===== config.mk =====
export PLATFORM = sky130hd
export DESIGN_NAME = cbct_prep
export DESIGN_NICKNAME = d
export VERILOG_FILES = /design/src/rtl/cbct_pkg.sv /design/src/rtl/cbct_prep.sv
export SDC_FILE = /design/constraint.sdc
export NUM_CORES = 1
export LEC_CHECK = 0
export ABC_AREA = 1
export BUFFER_PORTS_ARGS = -buffer_cell sky130_fd_sc_hd__buf_2
export CAP_MARGIN = 20
export CORE_MARGIN = 2
export CORE_UTILIZATION = 40
export DETAILED_ROUTE_END_ITERATION = 7
export PLACE_DENSITY_LB_ADDON = 0.1
export SYNTH_ARGS = -nofsm -noshare
export SYNTH_HDL_FRONTEND = slang
export SYNTH_SLANG_ARGS = --single-unit

===== constraint.sdc =====
create_clock -name clk -period 3.8 [get_ports clk]
set_input_delay 0.76 -clock clk [delete_from_list [all_inputs] [get_ports clk]]
set_output_delay 0.76 -clock clk [all_outputs]
set_load 0.05 [all_outputs]

===== src/rtl/cbct_pkg.sv =====
// Shared widths, command codes and pipeline stage types for the collision test.
package cbct_pkg;

  localparam int COORD_BITS = 16;
  localparam int SIZE_BITS  = COORD_BITS - 1;
  localparam int BND_BITS   = COORD_BITS + 2;
  localparam int DIFF_BITS  = BND_BITS + 1;
  localparam int SQ_BITS    = 2 * COORD_BITS;

  typedef enum logic [1:0] {
    CMD_CC = 2'd0,
    CMD_BB = 2'd1,
    CMD_CB = 2'd2,
    CMD_BC = 2'd3
  } cmd_t;

  typedef struct packed {
    logic is_bb;
    logic is_cc;
    logic bb_hit;
  } kind_t;

  // Stage load enables, one per payload stage.
  typedef struct packed {
    logic s1;
    logic s2;
    logic s3;
    logic s4;
  } pipe_en_t;

  typedef struct packed {
    kind_t                        kind;
    logic signed [BND_BITS-1:0]   cx;
    logic signed [BND_BITS-1:0]   cy;
    logic signed [BND_BITS-1:0]   lox;
    logic signed [BND_BITS-1:0]   loy;
    logic signed [BND_BITS-1:0]   hix;
    logic signed [BND_BITS-1:0]   hiy;
    logic [COORD_BITS-1:0]        rad;
  } s1_t;

  typedef struct packed {
    kind_t                        kind;
    logic signed [BND_BITS-1:0]   cx;
    logic signed [BND_BITS-1:0]   cy;
    logic signed [BND_BITS-1:0]   tx;
    logic signed [BND_BITS-1:0]   ty;
    logic [COORD_BITS-1:0]        rad;
  } s2_t;

  typedef struct packed {
    kind_t                        kind;
    logic [COORD_BITS-1:0]        mx;
    logic [COORD_BITS-1:0]        my;
    logic [COORD_BITS-1:0]        rad;
  } s3_t;

  typedef struct packed {
    kind_t                        kind;
    logic [SQ_BITS-1:0]           sx;
    logic [SQ_BITS-1:0]           sy;
    logic [SQ_BITS-1:0]           rsq;
  } s4_t;

endpackage


===== src/rtl/cbct_prep.sv =====
// Stage 1: pick circle and box operands per pair kind, run the box-box test.
module cbct_prep (
  input  logic                                  clk,
  input  logic                                  ld,
  input  logic [1:0]                            cmd,
  input  logic signed [cbct_pkg::COORD_BITS-1:0] ax,
  input  logic signed [cbct_pkg::COORD_BITS-1:0] ay,
  input  logic [cbct_pkg::SIZE_BITS-1:0]        ar,
  input  logic [cbct_pkg::SIZE_BITS-1:0]        aw,
  input  logic [cbct_pkg::SIZE_BITS-1:0]        ah,
  input  logic signed [cbct_pkg::COORD_BITS-1:0] bx,
  input  logic signed [cbct_pkg::COORD_BITS-1:0] by,
  input  logic [cbct_pkg::SIZE_BITS-1:0]        br,
  input  logic [cbct_pkg::SIZE_BITS-1:0]        bw,
  input  logic [cbct_pkg::SIZE_BITS-1:0]        bh,
  output cbct_pkg::s1_t                         s1
);
  import cbct_pkg::*;

  logic signed [BND_BITS-1:0] ax_e, ay_e, bx_e, by_e;
  logic signed [BND_BITS-1:0] aw_e, ah_e, bw_e, bh_e;
  logic signed [BND_BITS-1:0] aw2_e, ah2_e, bw2_e, bh2_e;
  cmd_t                       kind_cmd;
  s1_t                        s1_nxt;
  s1_t                        s1_r;

  assign ax_e  = {{2{ax[COORD_BITS-1]}}, ax};
  assign ay_e  = {{2{ay[COORD_BITS-1]}}, ay};
  assign bx_e  = {{2{bx[COORD_BITS-1]}}, bx};
  assign by_e  = {{2{by[COORD_BITS-1]}}, by};
  assign aw_e  = {3'b000, aw};
  assign ah_e  = {3'b000, ah};
  assign bw_e  = {3'b000, bw};
  assign bh_e  = {3'b000, bh};
  assign aw2_e = {2'b00, aw, 1'b0};
  assign ah2_e = {2'b00, ah, 1'b0};
  assign bw2_e = {2'b00, bw, 1'b0};
  assign bh2_e = {2'b00, bh, 1'b0};
  assign kind_cmd = cmd_t'(cmd);

  always_comb begin
    s1_nxt             = '0;
    s1_nxt.kind.is_bb  = (kind_cmd == CMD_BB);
    s1_nxt.kind.is_cc  = (kind_cmd == CMD_CC);
    s1_nxt.kind.bb_hit = (ax_e < bx_e + bw_e) && (ax_e + aw_e > bx_e) &&
                         (ay_e < by_e + bh_e) && (ay_e + ah_e > by_e);
    case (kind_cmd)
      CMD_CC: begin
        // Collapse the box to the second centre so the clamp returns it.
        s1_nxt.cx  = ax_e;
        s1_nxt.cy  = ay_e;
        s1_nxt.lox = bx_e;
        s1_nxt.loy = by_e;
        s1_nxt.hix = bx_e;
        s1_nxt.hiy = by_e;
        s1_nxt.rad = {1'b0, ar} + {1'b0, br};
      end
      CMD_BC: begin
        s1_nxt.cx  = bx_e;
        s1_nxt.cy  = by_e;
        s1_nxt.lox = ax_e;
        s1_nxt.loy = ay_e;
        s1_nxt.hix = ax_e + aw2_e;
        s1_nxt.hiy = ay_e + ah2_e;
        s1_nxt.rad = {1'b0, br};
      end
      default: begin
        s1_nxt.cx  = ax_e;
        s1_nxt.cy  = ay_e;
        s1_nxt.lox = bx_e;
        s1_nxt.loy = by_e;
        s1_nxt.hix = bx_e + bw2_e;
        s1_nxt.hiy = by_e + bh2_e;
        s1_nxt.rad = {1'b0, ar};
      end
    endcase
  end

  always_ff @(posedge clk) begin
    if (ld) begin
      s1_r <= s1_nxt;
    end
  end

  assign s1 = s1_r;

endmodule


==> summary.md <==
| Metric | Value |
|---|---|
| Status | completed |
| Asr flop ratio synth | 0 |
| Worst-Margin Slew | 0.573 ns |
| Levels on crit path | 18 |
| CP peak stage delay | 0.47 ns |
| Pre-Repair DR Iteration Count | 7 |
| CORE AREA | 34,500 um^2 |
| Sequential share of power | 0.262 |
| Sink Count | 117 |
| Number of synthesized flops with an enable pin | 117 |
| Final slew viol count | 0 |
| Max VDD drop | approximately 0.35 mV |
| Endpoints failing setup | 0 |
| CP Cell Sequence | buf_2 > ha_1 > inv_1 > fa_1 > nor3_2 > nor2_2 > o21ai_0 > xor2_1 > ha_1 > nand2_1 > nor2_1 > nand3_1 > nor2_1 > nand2_1 > nand4_1 > nand2_1 > nand2_1 > nor2_1 |
| Post-CTS Hold Fix Bufs | 0 |
| Clock power frac | 0.289 |
| Syn_nets | 2,340 |
| Fill cell count | between 3,000 and 4,000 |
| Largest register FFs | approximately 120 |
| Setup TNS | 0 ns |
| DR WL/cell | 17.7 um |
| Initial DRC count | around 830 |
| Pin count of the biggest net entering global routing | 53 |
| Fin. Hold Viols | 0 |
| Routed Antenna Nets | 0 |
| Static leakage | roughly 8.4 nW |
| RSZ-0062 raised after global routing | no |
| Maxcap violations | 0 |
| Fmax achieved | roughly 0.31 GHz |
| Clock tree from TritonCTS | built |
| Routed vias | between 10,000 and 15,000 |
| WP data arrival | ~3.5 ns |
| Crit-path leading delay family | simple AND/OR/NAND/NOR gates |
| HPWL Detailed | 39,900 um |
| Row cnt | slightly below 70 |
| Fraction of layout cells with a size suffix above 1 | 0.168 |
| IO Count | approximately 290 |
| Min-delay worst type | input port to register |
| Root Driver | clkbuf_16 |
| Post-synthesis sequential area ratio | 0.250 |
| Chip width | roughly 190 um |
| Finished Cell Area | ~17,000 um^2 |
| First-pass GRT wire length | about 74,000 um |
| Synth Instances | about 2,000 |
| GRT Overall Usage | 0.264 |
| Comb pwr share | 0.449 |
| Switching Share | 0.422 |
| Crit end category | register |
| Post-CTS Setup Bufs | 0 |
| CP Buf/Inv Count | 2 |
| Area growth syn-to-layout | 18.3% |
| Power per Cell Area | 380 nW/um^2 |
| Startpoint Class | input port |
| Pint | 3.64 mW |
| Drt drc | 0 |
| DP Area | 16,000 um^2 |
| Vias in the first global route | around 14,000 |
| Antenna violations before repair | 3 |
| Final WL | 48,100 um |
| Flop and latch count out of synthesis | around 120 |
| Worst path slowest cell | fa_1 |
| Crit-path max FO | 4 |
| Rel. slew slack | 0.618 |
| Min Tclk post-route | about 3.3 ns |
| Die Height | ~190 um |
| CTS resizes | 0 |
| Drt via density | around 5.3 |
| GRT Residual Overflow | 0 |
| Hold depth | 3 |
| Syn Std Cell Area | 14,000 um^2 |
| Initial cell density of the core | 0.406 |
| Fin crit share | 0.859 |
| H-tree Lvls | 4 |
| Last weighted congestion value of the routability-driven placer | around 0.96 |
| Synth Area per Inst | around 7 um^2 |
| Die area | between 30,000 and 40,000 um^2 |
| Net load switching power | between 2 and 3 mW |
| Setup CP Type | input port to register |
| Synthesis warning total | 0 |
| Synth cell types | 50 |
| CP dominant cell by count | nand2_1 |
| Worst-path clk slew | ~0.07 ns |
| Final Net Count | roughly 2,600 |
| Main synth FF type | edfxtp_1 |
| Port bufs | ~280 |
| Num CTS Buffers | 17 |
| CTS Buffer Depth | 2 |
| Crit path required time | between 4 and 5 ns |
stage by stage:
stage / total power [mW] / hold slack, ns / util / instances / setup slack (ns)
5_1_grt: 6.70 / 0.605 / 0.480 / 2715 / 0.281
3_3_place_gp: 4.47 / 1.06 / 0.462 / 2680 / 0.0540
2_1_floorplan: 3.71 / 0.872 / - / 1965 / 0.590
3_5_place_dp: 4.49 / 1.07 / 0.462 / 2680 / 0.0415
4_1_cts: 6.34 / 0.586 / 0.480 / 2712 / 0.542
6_report: 6.30 / 0.614 / 0.480 / 2715 / 0.537
layout by cell type, fill, tap and decap left out, drive strengths merged:
cell type,count
nand2,548
buf,297
inv,251
ha,208
a21oi,162
nor2,157
nand3,141
edfxtp,117
o21ai,78
o22ai,64
xor2,34
xnor2,22
clkbuf,19
o211ai,18
nand3b,16
a21o,15
nor3,15
nand4,14
o21bai,14
or2,11
and2,10
fa,9
o221ai,8
clkinv,6
bufinv,5
diode,3
a22o,3
o21a,3
a31oi,3
a211oi,2
clkinvlp,2
a21boi,2
nor4,1
o2111ai,1
a41oi,1
routing by layer:
layer / share of wire / track usage / routed length (um)
met1: 0.43 / 0.322 / 20900
met2: 0.49 / 0.464 / 23400
met3: 0.047 / 0.0426 / 2280
met4: 0.032 / 0.102 / 1530
met5: 0 / 0 / 0
worst min-delay path, stage by stage:
cell and delay, ns:
buf_2 0.09, nand2_1 0.05, nand3_1 0.06
worst paths after layout:
path	from	end
worst max-delay path	aw[0]	s1[124]
worst min-delay path	br[0]	s1[0]
cells in the mapped netlist (all sizes together), types with 2 or more instances:
master	instances	share of area
o211ai	18	0.0096
a21oi	162	0.060
a211oi	2	0.0011
clkbuf	9	0.0024
nand3b	16	0.0086
o21ai	78	0.032
o21bai	14	0.0080
a21o	15	0.0081
nand3	141	0.052
buf	28	0.012
o221ai	8	0.0050
xor2	34	0.021
a21boi	2	0.0013
nand2	548	0.15
or2	11	0.0051
o21a	3	0.0016
nand4	14	0.0062
inv	250	0.067
nor2	157	0.043
o22ai	64	0.029
a31oi	3	0.0013
fa	9	0.013
xnor2	22	0.014
edfxtp	117	0.25
a22o	3	0.0019
ha	208	0.19
and2	10	0.0046
nor3	15	0.0064
area by class of cell:
type | instances | area, um^2 | area share
Antenna cell | 3 | 7.51 | 0.000452
Clock buffer | 19 | 433 | 0.0261
Clock inverter | 13 | 205 | 0.0124
Inverter | 251 | 942 | 0.0568
Multi-Input combinational cell | 1560 | 9380 | 0.565
Sequential cell | 117 | 3510 | 0.212
Tap cell | 455 | 569 | 0.0343
Timing Repair Buffer | 297 | 1550 | 0.0932
logic make-up (layout without fill, tap and decap cells):
group,after synthesis,in the layout,share of synthesized area
AND/OR/NAND/NOR,913,913,0.275
AO/OA/AOI/OAI,374,374,0.159
buffers and inverters,288,580,0.0815
adder cells (fa/ha/maj),217,217,0.198
flip-flops,117,117,0.250
XOR/XNOR,56,56,0.0350
other,0,3,0
power groups by stage:
stage | Combinational, mW | Sequential (mW) | Clock, mW
after detailed placement | 2.81 | 1.68 | 0
after global routing | 3.13 | 1.67 | 1.91
after floorplan | 1.49 | 2.21 | 0
final | 2.83 | 1.65 | 1.82
after global placement | 2.80 | 1.68 | 0
after CTS | 2.83 | 1.66 | 1.86
Note: power is estimated with default switching activity, not from simulation.
